`config.mk`:
```
export PLATFORM = sky130hd
export DESIGN_NAME = three_channel_moving_average
export DESIGN_NICKNAME = d
export VERILOG_FILES = /design/src/sv/tcma_pkg.sv /design/src/sv/tcma_ram.sv /design/src/sv/tcma_chan.sv /design/src/sv/tcma_skid.sv /design/src/sv/three_channel_moving_average.sv
export VERILOG_INCLUDE_DIRS = /design/src /design/src/sv
export SDC_FILE = /design/constraint.sdc
export NUM_CORES = 1
export LEC_CHECK = 0
export ABC_AREA = 0
export BUFFER_PORTS_ARGS = -buffer_cell sky130_fd_sc_hd__buf_2
export CORE_ASPECT_RATIO = 1.2
export CORE_UTILIZATION = 31
export CTS_CLUSTER_SIZE = 40
export DETAILED_ROUTE_END_ITERATION = 12
export PLACE_DENSITY = 0.54
export SLEW_MARGIN = 20
export SYNTH_ARGS = -nofsm -noshare
export SYNTH_HDL_FRONTEND = slang
export SYNTH_SLANG_ARGS = --single-unit
```
`constraint.sdc`:
```
create_clock -name clk -period 5.2 [get_ports clk]
set_input_delay 0.52 -clock clk [delete_from_list [all_inputs] [get_ports clk]]
set_output_delay 0.52 -clock clk [all_outputs]
set_load 0.01 [all_outputs]
```
`src/sv/three_channel_moving_average_macros.svh`:
```
// ---------------------------------------------------------------------------
// three_channel_moving_average_macros
// assertion macros shared by the moving average block
// ---------------------------------------------------------------------------
`ifndef THREE_CHANNEL_MOVING_AVERAGE_MACROS_SVH
`define THREE_CHANNEL_MOVING_AVERAGE_MACROS_SVH

`ifndef ASSERT_OFF

`define TCMA_ASSERT_SAME(name, cond, conseq) \
  name: assert property (@(posedge clk) disable iff (rst) (cond) |-> (conseq)) \
    else $error("assertion failed");

`define TCMA_ASSERT_NEXT(name, cond, conseq) \
  name: assert property (@(posedge clk) disable iff (rst) (cond) |=> (conseq)) \
    else $error("assertion failed");

`else

`define TCMA_ASSERT_SAME(name, cond, conseq)

`define TCMA_ASSERT_NEXT(name, cond, conseq)

`endif

`endif

```
`src/sv/tcma_pkg.sv`:
```
// ---------------------------------------------------------------------------
// tcma_pkg
// types and constants of the three channel moving average
// ---------------------------------------------------------------------------
package tcma_pkg;

  localparam int SAMPLE_BITS   = 10;
  localparam int ENTRY_W       = SAMPLE_BITS + 2;
  localparam int OFFSET_W      = 9;
  localparam int DEPTH_DEFAULT = 8;
  localparam int IN_DATA_W     = 16;
  localparam int UNS_MEAN_W    = 10;
  localparam int SGN_MEAN_W    = 12;
  localparam int OUT_DATA_W    = 2 * UNS_MEAN_W + SGN_MEAN_W;
  localparam int OUT_USER_W    = 2;

  typedef enum logic [1:0] {
    CH_LEFT  = 2'd0,
    CH_RIGHT = 2'd1,
    CH_THUMB = 2'd2
  } chan_t;

  typedef logic signed [ENTRY_W-1:0] entry_t;

endpackage

```
`src/sv/tcma_ram.sv`:
```
// ---------------------------------------------------------------------------
// tcma_ram
// generic single write port ram with registered read
// ---------------------------------------------------------------------------
module tcma_ram #(
  parameter int WIDTH = 12,
  parameter int DEPTH = 8
) (
  input  logic                     clk,
  input  logic                     wr_en,
  input  logic [$clog2(DEPTH)-1:0] wr_addr,
  input  logic [WIDTH-1:0]         wr_data,
  input  logic [$clog2(DEPTH)-1:0] rd_addr,
  output logic [WIDTH-1:0]         rd_data
);

  logic [WIDTH-1:0] mem [DEPTH];

  always_ff @(posedge clk) begin
    if (wr_en) begin
      mem[wr_addr] <= wr_data;
    end
    rd_data <= mem[rd_addr];
  end

endmodule

```
`src/sv/tcma_chan.sv`:
```
// ---------------------------------------------------------------------------
// tcma_chan
// one channel: ring buffer in ram, write position and running sum
// ---------------------------------------------------------------------------
module tcma_chan #(
  parameter int DEPTH = tcma_pkg::DEPTH_DEFAULT
) (
  input  logic                                                  clk,
  input  logic                                                  rst,
  input  logic                                                  wr_en,
  input  tcma_pkg::entry_t                                      wr_data,
  output logic signed [tcma_pkg::ENTRY_W+$clog2(DEPTH)-1:0]     sum_upd
);

  import tcma_pkg::*;

  localparam int AW    = $clog2(DEPTH);
  localparam int SUM_W = ENTRY_W + AW;

  logic [AW-1:0]             pos;
  logic [AW-1:0]             pos_next;
  logic                      wrapped;
  logic                      at_last;
  logic [ENTRY_W-1:0]        rd_data;
  entry_t                    old_entry;
  logic signed [SUM_W-1:0]   sum;

  assign at_last  = (pos == AW'(DEPTH - 1));
  assign pos_next = !wr_en ? pos : (at_last ? '0 : pos + AW'(1));

  // entries at or past the write position are zero until the ring wraps
  assign old_entry = wrapped ? entry_t'(rd_data) : '0;
  assign sum_upd   = wr_en ? sum + SUM_W'(wr_data) - SUM_W'(old_entry) : sum;

  always_ff @(posedge clk) begin
    if (rst) begin
      pos     <= '0;
      wrapped <= 1'b0;
      sum     <= '0;
    end else begin
      pos <= pos_next;
      sum <= sum_upd;
      if (wr_en && at_last) begin
        wrapped <= 1'b1;
      end
    end
  end

  // read ahead at the next write position so the old entry is ready
  tcma_ram #(
    .WIDTH (ENTRY_W),
    .DEPTH (DEPTH)
  ) u_ram (
    .clk     (clk),
    .wr_en   (wr_en),
    .wr_addr (pos),
    .wr_data (wr_data),
    .rd_addr (pos_next),
    .rd_data (rd_data)
  );

endmodule

```
`src/sv/tcma_skid.sv`:
```
// ---------------------------------------------------------------------------
// tcma_skid
// output register with skid stage for the result stream
// ---------------------------------------------------------------------------
module tcma_skid #(
  parameter int WIDTH = 34
) (
  input  logic             clk,
  input  logic             rst,
  input  logic             in_valid,
  output logic             in_ready,
  input  logic [WIDTH-1:0] in_data,
  output logic             out_valid,
  input  logic             out_ready,
  output logic [WIDTH-1:0] out_data
);

  logic             skid_valid;
  logic [WIDTH-1:0] skid_data;
  logic             out_free;

  assign in_ready = !skid_valid;
  assign out_free = out_ready || !out_valid;

  always_ff @(posedge clk) begin
    if (rst) begin
      out_valid  <= 1'b0;
      skid_valid <= 1'b0;
    end else if (out_free) begin
      if (skid_valid) begin
        out_valid  <= 1'b1;
        skid_valid <= 1'b0;
      end else begin
        out_valid <= in_valid;
      end
    end else if (in_valid && in_ready) begin
      skid_valid <= 1'b1;
    end
  end

  always_ff @(posedge clk) begin
    if (out_free) begin
      out_data <= skid_valid ? skid_data : in_data;
    end else if (in_valid && in_ready) begin
      skid_data <= in_data;
    end
  end

endmodule

```
`src/sv/three_channel_moving_average.sv`:
```
// ---------------------------------------------------------------------------
// three_channel_moving_average
// round robin boxcar averager over left, right and thumb adc channels
// ---------------------------------------------------------------------------
// each input item on s_axis carries one adc sample; items go to the left,
// right and thumb channels in turn, starting with left after reset.
// right samples get the signed cfg offset added before they are stored.
// every item yields one result item on m_axis: the channel written in
// tuser and the three running averages in tdata.
// each result is registered in the skid output stage; one item per cycle
// is sustained while m_axis takes them: each channel keeps a running sum
// and a ring in ram that is read one position ahead, so an update is one
// add and subtract. reset clears the sums, positions, wrap flags, channel
// turn and offset at once. when m_axis stalls, a skid stage takes one more
// item, then s_axis_tready drops until m_axis accepts the item it holds.
// ---------------------------------------------------------------------------
`include "three_channel_moving_average_macros.svh"

module three_channel_moving_average #(
  parameter int DEPTH = tcma_pkg::DEPTH_DEFAULT
) (
  input  logic                             clk,
  input  logic                             rst,
  input  logic                             s_axis_tvalid,
  output logic                             s_axis_tready,
  input  logic [tcma_pkg::IN_DATA_W-1:0]   s_axis_tdata,  // sample
  output logic                             m_axis_tvalid,
  input  logic                             m_axis_tready,
  output logic [tcma_pkg::OUT_DATA_W-1:0]  m_axis_tdata,  // left_mean, right_mean, thumb_mean
  output logic [tcma_pkg::OUT_USER_W-1:0]  m_axis_tuser,  // channel_written
  input  logic                             cfg_wr_en,
  input  logic [tcma_pkg::OFFSET_W-1:0]    cfg_wr_data    // right_offset
);

  import tcma_pkg::*;

  localparam int SUM_W = ENTRY_W + $clog2(DEPTH);
  localparam int SHIFT = $clog2(DEPTH + 1) - 1;
  localparam int RES_W = OUT_USER_W + OUT_DATA_W;

  logic signed [OFFSET_W-1:0] right_offset;
  chan_t                      turn;
  chan_t                      turn_next;
  logic                       accept;
  logic                       wr_left;
  logic                       wr_right;
  logic                       wr_thumb;
  entry_t                     plain_entry;
  entry_t                     right_entry;
  logic signed [SUM_W-1:0]    sum_left;
  logic signed [SUM_W-1:0]    sum_right;
  logic signed [SUM_W-1:0]    sum_thumb;
  logic signed [SUM_W-1:0]    sh_left;
  logic signed [SUM_W-1:0]    sh_right;
  logic signed [SUM_W-1:0]    sh_thumb;
  chan_t                      chan_written;
  logic [RES_W-1:0]           res_data;
  logic [RES_W-1:0]           out_data;

  assign accept   = s_axis_tvalid && s_axis_tready;
  assign wr_left  = accept && (turn == CH_LEFT);
  assign wr_right = accept && (turn == CH_RIGHT);
  assign wr_thumb = accept && !(turn == CH_LEFT) && !(turn == CH_RIGHT);

  assign plain_entry = entry_t'(s_axis_tdata[SAMPLE_BITS-1:0]);
  assign right_entry = plain_entry + ENTRY_W'(right_offset);

  always_ff @(posedge clk) begin
    if (rst) begin
      right_offset <= '0;
    end else if (cfg_wr_en) begin
      right_offset <= cfg_wr_data;
    end
  end

  always_comb begin
    unique case (turn)
      CH_LEFT:  turn_next = CH_RIGHT;
      CH_RIGHT: turn_next = CH_THUMB;
      default:  turn_next = CH_LEFT;
    endcase
  end

  always_comb begin
    unique case (turn)
      CH_LEFT:  chan_written = CH_LEFT;
      CH_RIGHT: chan_written = CH_RIGHT;
      default:  chan_written = CH_THUMB;
    endcase
  end

  always_ff @(posedge clk) begin
    if (rst) begin
      turn <= CH_LEFT;
    end else if (accept) begin
      turn <= turn_next;
    end
  end

  tcma_chan #(.DEPTH(DEPTH)) u_left (
    .clk     (clk),
    .rst     (rst),
    .wr_en   (wr_left),
    .wr_data (plain_entry),
    .sum_upd (sum_left)
  );

  tcma_chan #(.DEPTH(DEPTH)) u_right (
    .clk     (clk),
    .rst     (rst),
    .wr_en   (wr_right),
    .wr_data (right_entry),
    .sum_upd (sum_right)
  );

  tcma_chan #(.DEPTH(DEPTH)) u_thumb (
    .clk     (clk),
    .rst     (rst),
    .wr_en   (wr_thumb),
    .wr_data (plain_entry),
    .sum_upd (sum_thumb)
  );

  assign sh_left  = sum_left >>> SHIFT;
  assign sh_right = sum_right >>> SHIFT;
  assign sh_thumb = sum_thumb >>> SHIFT;

  assign res_data = {chan_written, sh_thumb[UNS_MEAN_W-1:0], sh_right[SGN_MEAN_W-1:0],
                     sh_left[UNS_MEAN_W-1:0]};

  tcma_skid #(.WIDTH(RES_W)) u_skid (
    .clk       (clk),
    .rst       (rst),
    .in_valid  (s_axis_tvalid),
    .in_ready  (s_axis_tready),
    .in_data   (res_data),
    .out_valid (m_axis_tvalid),
    .out_ready (m_axis_tready),
    .out_data  (out_data)
  );

  assign m_axis_tdata = out_data[OUT_DATA_W-1:0];
  assign m_axis_tuser = out_data[RES_W-1:OUT_DATA_W];

  `TCMA_ASSERT_NEXT(a_turn_hold, !accept, turn == $past(turn))
  `TCMA_ASSERT_NEXT(a_left_then_right, accept && (turn == CH_LEFT), turn == CH_RIGHT)
  `TCMA_ASSERT_SAME(a_skid_needs_out, !s_axis_tready, m_axis_tvalid)
  `TCMA_ASSERT_NEXT(a_accept_gives_result, accept, m_axis_tvalid)

endmodule
```
# Word-level counts from Yosys, hierarchy flattened
# Memories as Yosys holds them, arrays and structs flattened. A register that Yosys moved wholly into a read port is not among the register bits.
# Cells that the tools add are included.
# Widths: inputs -> output; s select.
totals:
  ff_bits: 162
  latch_bits: 0
  ram_bits: 256
  romBits: 0
  input_bits: 30
  out_inout_bits: 36
  n_memories: 3
mem_list:
  columns: ["name", "depth", "width", "read_ports", "rd_ports_with_merged_regs", "wr", "line_no", "rtl"]
  rows:
  - ["u_right.u_ram.mem", 8, 12, 1, 1, 1, "tcma_ram.sv:17", "logic [WIDTH-1:0] mem [DEPTH];"]
  - ["u_left.u_ram.mem", 8, 10, 1, 1, 1, "tcma_ram.sv:17", null]
  - ["u_thumb.u_ram.mem", 8, 10, 1, 1, 1, "tcma_ram.sv:17", null]
classes:
  add_sub_neg: 10
  n_mul: 0
  div_mod_pow: 0
  order_cmp: 0
  eq_ne: 4
  shifts: 0
  mux: 22
  n_bitwise: 1
  reduce_logical: 16
op_table:
  columns: ["op", "n"]
  rows:
  - ["$sub 15x12->15", 3]
  - ["$mux 12", 3]
  - ["$mux 34", 1]
  - ["$add 15x11->15", 2]
  - ["$mux 13", 2]
  - ["$mux 3", 6]
  - ["$add 15x12->15", 1]
  - ["$mux 15", 1]
  - ["$add 11x9->12", 1]
  - ["$add 3x1->3 const B", 3]
  - ["$eq 3x3->1 const B", 3]
  - ["$logic_and 1x1->1", 8]
  - ["$pmux 2 s2", 2]
  - ["$mux 1", 7]
  - ["$logic_not 1->1", 4]
  - ["$eq 2x1->1 const B", 1]
  - ["$logic_not 2->1", 1]
  - ["$reduce_and 2->1", 1]
  - ["$reduce_or 2->1", 1]
  - ["$logic_or 1x1->1", 1]
  - ["$not 1->1", 1]

# Depth between registers and ports, before layout
depth:
  depth_word: 6
  mapped_depth: 20
  mapped_depth_nobuf: 20

# By module
# Synthesis repeated with hierarchy kept, for this count alone.
unflattened:
  hier_cells: 1481
  area_unflattened_um2: 21675.8
by_module_without_submodules:
  columns: ["mod", "n_inst", "cells_per_inst", "area_per_inst_um2", "seq_area_each_um2"]
  rows:
  - ["tcma_ram", 3, 164, 3987.6, 3123.0]
  - ["tcma_skid", 1, 114, 2663.8, 2082.0]
  - ["tcma_chan (u_right)", 1, 262, 2127.0, 380.4]
  - ["tcma_chan (u_thumb)", 1, 264, 2060.7, 380.4]
  - ["tcma_chan (u_left)", 1, 253, 2014.4, 380.4]
  - ["three_channel_moving_average", 1, 96, 847.1, 220.2]

# Worst setup path after synthesis
# Ideal clock, no wire load.
synth_path:
  path_type: "input to register"
  start: "input port s_axis_tdata[0] (netlist name)"
  end: "register u_skid.out_data[21], data pin"
  setup_time_ns: 0.260
  arrival_ns: 4.704
  required_ns: 4.940
  setup_slack_ns: 0.236
  path_stages: 20
  cell_sequence: "ha_1 -> inv_1 -> fa_1 -> inv_1 -> a21oi_1 -> o21bai_1 -> a21oi_1 -> o21ai_0 -> mux2_2 -> a2111oi_0 -> fa_1 -> inv_1 -> ha_1 -> a21oi_1 -> nor2b_1 -> or4_1 -> o221ai_1 -> mux2i_1 -> xor2_1 -> mux2_2"
synth_via:
  elab_chain_cells: 5
synth_lines:
  columns: ["element", "line_no", "rtl"]
  rows:
  - ["start: declaration", "three_channel_moving_average.sv:26", "input logic [tcma_pkg::IN_DATA_W-1:0] s_axis_tdata,"]
  - ["$add 11x9->12", "three_channel_moving_average.sv:66", "assign right_entry = plain_entry + ENTRY_W'(right_offset);"]
  - ["$add 15x12->15", "tcma_chan.sv:33", "assign sum_upd = wr_en ? sum + SUM_W'(wr_data) - SUM_W'(old_entry) : sum;"]
  - ["$sub 15x12->15", "tcma_chan.sv:33", null]
  - ["$mux 15", "tcma_chan.sv:33", null]
  - ["net sum_right[14]", "three_channel_moving_average.sv:51", "logic signed [SUM_W-1:0] sum_right;"]
  - ["$mux 34", "tcma_skid.sv:43", "out_data <= skid_valid ? skid_data : in_data;"]
  - ["end signal: assignment", "tcma_skid.sv:43", null]
  - ["end: declaration", "tcma_skid.sv:15", "output logic [WIDTH-1:0] out_data"]
# The timed path passes the listed nets, and every way through them passes these cells.
# A chain may end at the register's enable or synchronous reset.

# Worst setup path after layout
layout_path:
  start: "register right_offset[0]"
  end: "register u_skid.out_data[21], data pin"
layout_via:
  elab_chain_cells: 5
layout_lines:
  columns: ["element", "line_no", "rtl"]
  rows:
  - ["start: declaration", "three_channel_moving_average.sv:41", "logic signed [OFFSET_W-1:0] right_offset;"]
  - ["start signal: assignment", "three_channel_moving_average.sv:72", "right_offset <= cfg_wr_data;"]
  - ["$add 11x9->12", "three_channel_moving_average.sv:66", null]
  - ["$add 15x12->15", "tcma_chan.sv:33", null]
  - ["$sub 15x12->15", "tcma_chan.sv:33", null]
  - ["$mux 15", "tcma_chan.sv:33", null]
  - ["net sum_right[14]", "three_channel_moving_average.sv:51", null]
  - ["$mux 34", "tcma_skid.sv:43", null]
# The timed path passes the listed nets, and every way through them passes these cells.

==> flow_metrics.py <==
metrics = {
    "sta": {
        "rsz_0062_raised_after_global_routing": "no",
        "period_needed_ns": 4.84,
        "number_of_failing_setup_endpoints_in_the_final_timing_report": 0,
        "totalNegativeSetupSlack_ns": 0,
        "timing.fmax_mhz": 207,
        "tightest_pin_transition_ns": 1.10,
        "timing.clock.skew_ns": 0.0171,
        "timing.slew.headroom_pct": 26.5,
        "hold_violations": 0,
        "portion_of_the_clock_cycle_consumed_by_the_worst_path_in_the_final_layout_pct": 93.1,
        "drv_slew": 0,
    },
    "min_path": {
        "hold_path_startpoint": "cfg_wr_data[2]",
        "class_of_the_tightest_hold_or_removal_check": "in2reg",
    },
    "yosys": {
        "edff_count_synth": 324,
        "ys_warn_count": 0,
        "mappedNetlistNets": 1594,
        "syn-instance-count": 1470,
        "post_synth_num_cell_types": 58,
        "synthArstFlopShare_pct": 0,
        "netlist.top_cell.by_area": "sky130_fd_sc_hd__edfxtp_1",
        "ys.flop_type": "sky130_fd_sc_hd__edfxtp_1",
        "synthesis.area_mm2": 0.0190,
        "postSynthAreaPerCell_um2": 12.9,
        "ys_ff_latch": 422,
        "yosys.area.top_type_share_pct": 51.3,
        "netlist_top_cells_area": "sky130_fd_sc_hd__edfxtp_1 51%, sky130_fd_sc_hd__dfxtp_1 10%, sky130_fd_sc_hd__mux4_2 4.7%, sky130_fd_sc_hd__ha_1 3.9%, sky130_fd_sc_hd__fa_1 3.7%",
        "synth.yosys.seq_area_share_pct": 61.6,
    },
    "global_route": {
        "grt_pass1_vias": 11200,
        "globalRoute.totalOverflow": 0,
        "antenna_found_initial": 7,
        "grtUsageTotal_pct": 13.5,
        "largest_net_degree_at_the_start_of_global_routing": 67,
        "first_pass_grt_wire_length_mm": 65.2,
    },
    "critical_path": {
        "crit_path_max_fanout": 3,
        "critPathMaxStageDelay_ns": 0.46,
        "setup.worst_path.end_class": "flip-flop",
        "crit_required_ns": 5.52,
        "crit_arrival_ns": 5.16,
        "worstPathCellList": "ha_1 -> inv_1 -> fa_1 -> inv_1 -> a21oi_1 -> o21bai_1 -> a21oi_1 -> o21ai_1 -> buf_4 -> mux2_2 -> a2111oi_2 -> buf_4 -> fa_1 -> inv_1 -> ha_1 -> a21oi_1 -> nor2b_1 -> or4_1 -> o221ai_1 -> mux2i_1 -> xor2_1 -> mux2_2",
        "criticalPathCategory": "reg2reg",
        "slowest_stage": "sky130_fd_sc_hd__or4_1",
        "worstSetupStartpointType": "flip-flop",
        "critical_path.reg2reg.startpoint": "right_offset[0]",
        "crit_path_start": "right_offset[0]",
    },
    "die": {
        "die_width_um": 228,
        "die_area_mm2": 0.0622,
        "core.rowCount": 99,
        "placeable_core_region_mm2": 0.0607,
        "die_h_um": 273,
        "i_o_pins": 66,
        "starting_utilization_of_the_core_area_pct": 31.3,
    },
    "job": {
        "maxCapViolCount": 0,
    },
    "power_and_ir_drop": {
        "swShare_pct": 27.1,
        "power_frac_seq_pct": 46.6,
        "total_power_mw": 8.46,
        "internal_power_mw": 6.17,
        "ir_drop_v": 0.000196,
        "share_comb_of_total_power_pct": 18.8,
        "power_switching_mw": 2.29,
        "power_per_cell_area_mw_per_mm2": 383,
        "power.leakage_nw": 8.37,
        "clock_power_share_pct": 34.6,
    },
    "clocking": {
        "cts-root-buf": "sky130_fd_sc_hd__clkbuf_16",
        "cts_setup_buffers": 0,
        "tritoncts": "done",
        "cts.repair.resized": 0,
        "clk_pin_slew_ns": 0.07,
        "ctsLongestPathBuffers": 3,
        "cts_hold_buf": 0,
        "clock_buffer_count_from_cts": 41,
        "tritoncts_num_sinks": 422,
        "htreeDepth": 2,
        "worstSkewPairLatency_ns": 0.56,
    },
    "drt": {
        "postRouteAntennaNets": 0,
        "detail_route.drc_violations": 0,
        "drt_iter0_markers": 726,
        "route.detailed.vias_per_inst": 4.66,
        "via_count": 11300,
        "drt_pass1_iterations": 5,
        "post_drt_wl_per_cell_um": 17.4,
        "postRouteWirelength_mm": 42.1,
    },
    "finish": {
        "postLayoutCoreUtil_pct": 36.4,
        "layout_cell_share_with_drive_strength_beyond_1_pct": 18.8,
        "final-seq-area_mm2": 0.0117,
        "n_fill_cell": 5843,
        "area_growth_pct": 16.3,
        "num-nets-final": 1702,
        "finalInstanceArea_mm2": 0.0221,
        "multi_input_comb_area_mm2": 0.00670,
        "final_cell_count_no_fill": 2419,
    },
    "run_status": {
        "run_status": "complete, no violations",
    },
    "placed_design": {
        "portBuffers": 59,
        "routabilityCongestion": 0.814,
        "numPlacedInstances": 2341,
        "dp_hpwl_mm": 28.1,
        "placed_area_mm2": 0.0207,
    },
}
## per-layer routing
layer	routed length (um)	global-route usage (%)	share of wire (%)	up-vias
li1	-	-	-	5432
met1	19200	17.6	45	5547
met2	20300	23.0	48	204
met3	1550	1.96	3.7	68
met4	1010	4.02	2.4	10
met5	63	0	0.15	-
## stage by stage
step           hold slack, ns  setup WS [ns]
2_1_floorplan           0.432          0.236
3_5_place_dp            0.450         -0.309
3_3_place_gp            0.441        -0.0985
5_1_grt                 0.214        0.00621
6_report                0.205          0.360
4_1_cts                 0.178         0.0325
## flip-flops by register name (all words and copies together), names as in the netlist, 2 cells and up
| name | flops |
|---|---|
| u_right.pos | 3 |
| u_thumb.u_ram.rd_data | 10 |
| turn | 2 |
| u_left.sum | 13 |
| u_skid.out_data | 34 |
| right_offset | 9 |
| u_left.u_ram.mem | 80 |
| u_left.pos | 3 |
| u_left.u_ram.rd_data | 10 |
| u_thumb.sum | 13 |
| u_right.u_ram.mem | 96 |
| u_skid.skid_data | 34 |
| u_thumb.u_ram.mem | 80 |
| u_right.u_ram.rd_data | 12 |
| u_thumb.pos | 3 |
| u_right.sum | 15 |
## power by group through the flow
stage | Sequential, mW | Clock, mW | Combinational (mW)
after floorplan | 4.02 | 0 | 1.07
after global placement | 4.02 | 0 | 1.57
after detailed placement | 4.02 | 0 | 1.59
after CTS | 3.95 | 3.00 | 1.60
after global routing | 3.96 | 3.12 | 1.79
final | 3.94 | 2.93 | 1.59
## cell usage after synthesis (40+ instances only)
| cell type | instances |
|---|---|
| sky130_fd_sc_hd__nand2_1 | 178 |
| sky130_fd_sc_hd__edfxtp_1 | 324 |
| sky130_fd_sc_hd__a21oi_1 | 51 |
| sky130_fd_sc_hd__mux2_2 | 48 |
| sky130_fd_sc_hd__mux4_2 | 40 |
| sky130_fd_sc_hd__inv_1 | 134 |
| sky130_fd_sc_hd__nand3_1 | 67 |
| sky130_fd_sc_hd__ha_1 | 59 |
| sky130_fd_sc_hd__o21ai_0 | 54 |
| sky130_fd_sc_hd__nor2_1 | 64 |
| sky130_fd_sc_hd__clkbuf_1 | 46 |
| sky130_fd_sc_hd__dfxtp_1 | 98 |
## area by class of cell
| class | instances | share of cell area [%] |
|---|---|---|
| clock buffer | 57 | 5.19 |
| timing repair buffer | 125 | 3.76 |
| inverter | 135 | 2.30 |
| antenna | 1 | 0.0113 |
| tap | 808 | 4.58 |
| clock inverter | 18 | 0.811 |
| sequential | 422 | 53.0 |
| multi-input combinational | 853 | 30.4 |
## kinds of logic after synthesis
group,count (synthesis),share of synthesized area [%]
muxes,104,8.44
and+or+nand+nor,433,10.7
adders and majority gates,94,7.58
AOI/OAI and AO/OA,186,6.05
buffers and inverters,195,3.98
DFF,422,61.6
xor gates and xnor gates,36,1.66
## path summary, 6_finish.rpt
| path | slack, ns | end | depth (start not counted) |
|---|---|---|---|
| min reg2reg | 0.46 | u_left.sum[2] | 2 |
| max reg2reg | 0.36 | u_skid.out_data[21] | 22 |
| max | 0.36 | u_skid.out_data[21] | 22 |
| min | 0.21 | right_offset[2] | 3 |
## cells in the final DEF (no fill, tap or decap), types with 4 or more instances in the layout
master	n
sky130_fd_sc_hd__a211oi_1	13
sky130_fd_sc_hd__a21o_1	15
sky130_fd_sc_hd__a21oi_1	49
sky130_fd_sc_hd__a31oi_1	7
sky130_fd_sc_hd__and2_1	30
sky130_fd_sc_hd__and3_1	4
sky130_fd_sc_hd__buf_2	59
sky130_fd_sc_hd__buf_4	64
sky130_fd_sc_hd__clkbuf_1	10
sky130_fd_sc_hd__clkbuf_16	41
sky130_fd_sc_hd__clkbuf_8	6
sky130_fd_sc_hd__clkinv_1	5
sky130_fd_sc_hd__clkinvlp_4	5
sky130_fd_sc_hd__dfxtp_1	98
sky130_fd_sc_hd__edfxtp_1	324
sky130_fd_sc_hd__fa_1	35
sky130_fd_sc_hd__ha_1	59
sky130_fd_sc_hd__inv_1	134
sky130_fd_sc_hd__mux2_2	48
sky130_fd_sc_hd__mux2i_1	12
sky130_fd_sc_hd__mux4_2	40
sky130_fd_sc_hd__nand2_1	178
sky130_fd_sc_hd__nand2b_1	13
sky130_fd_sc_hd__nand3_1	67
sky130_fd_sc_hd__nand3b_1	4
sky130_fd_sc_hd__nor2_1	59
sky130_fd_sc_hd__nor2_2	4
sky130_fd_sc_hd__nor2b_1	29
sky130_fd_sc_hd__nor3_1	17
sky130_fd_sc_hd__nor3_2	5
sky130_fd_sc_hd__nor3b_1	5
sky130_fd_sc_hd__o21a_1	9
sky130_fd_sc_hd__o21ai_0	53
sky130_fd_sc_hd__o21bai_1	9
sky130_fd_sc_hd__o31ai_1	4
sky130_fd_sc_hd__xnor2_1	21
sky130_fd_sc_hd__xor2_1	15
## worst max-delay path: cells and delay by family, from the launching register on
family,cells,cell delay (ns)
and+or+nand+nor,2,0.53
AOI/OAI and AO/OA,7,1.23
muxes,3,0.88
buffers and inverters,5,0.51
adders and majority gates,4,1.02
xor gates and xnor gates,1,0.11
DFF,1,0.34
(Power assumes the default switching activity.)
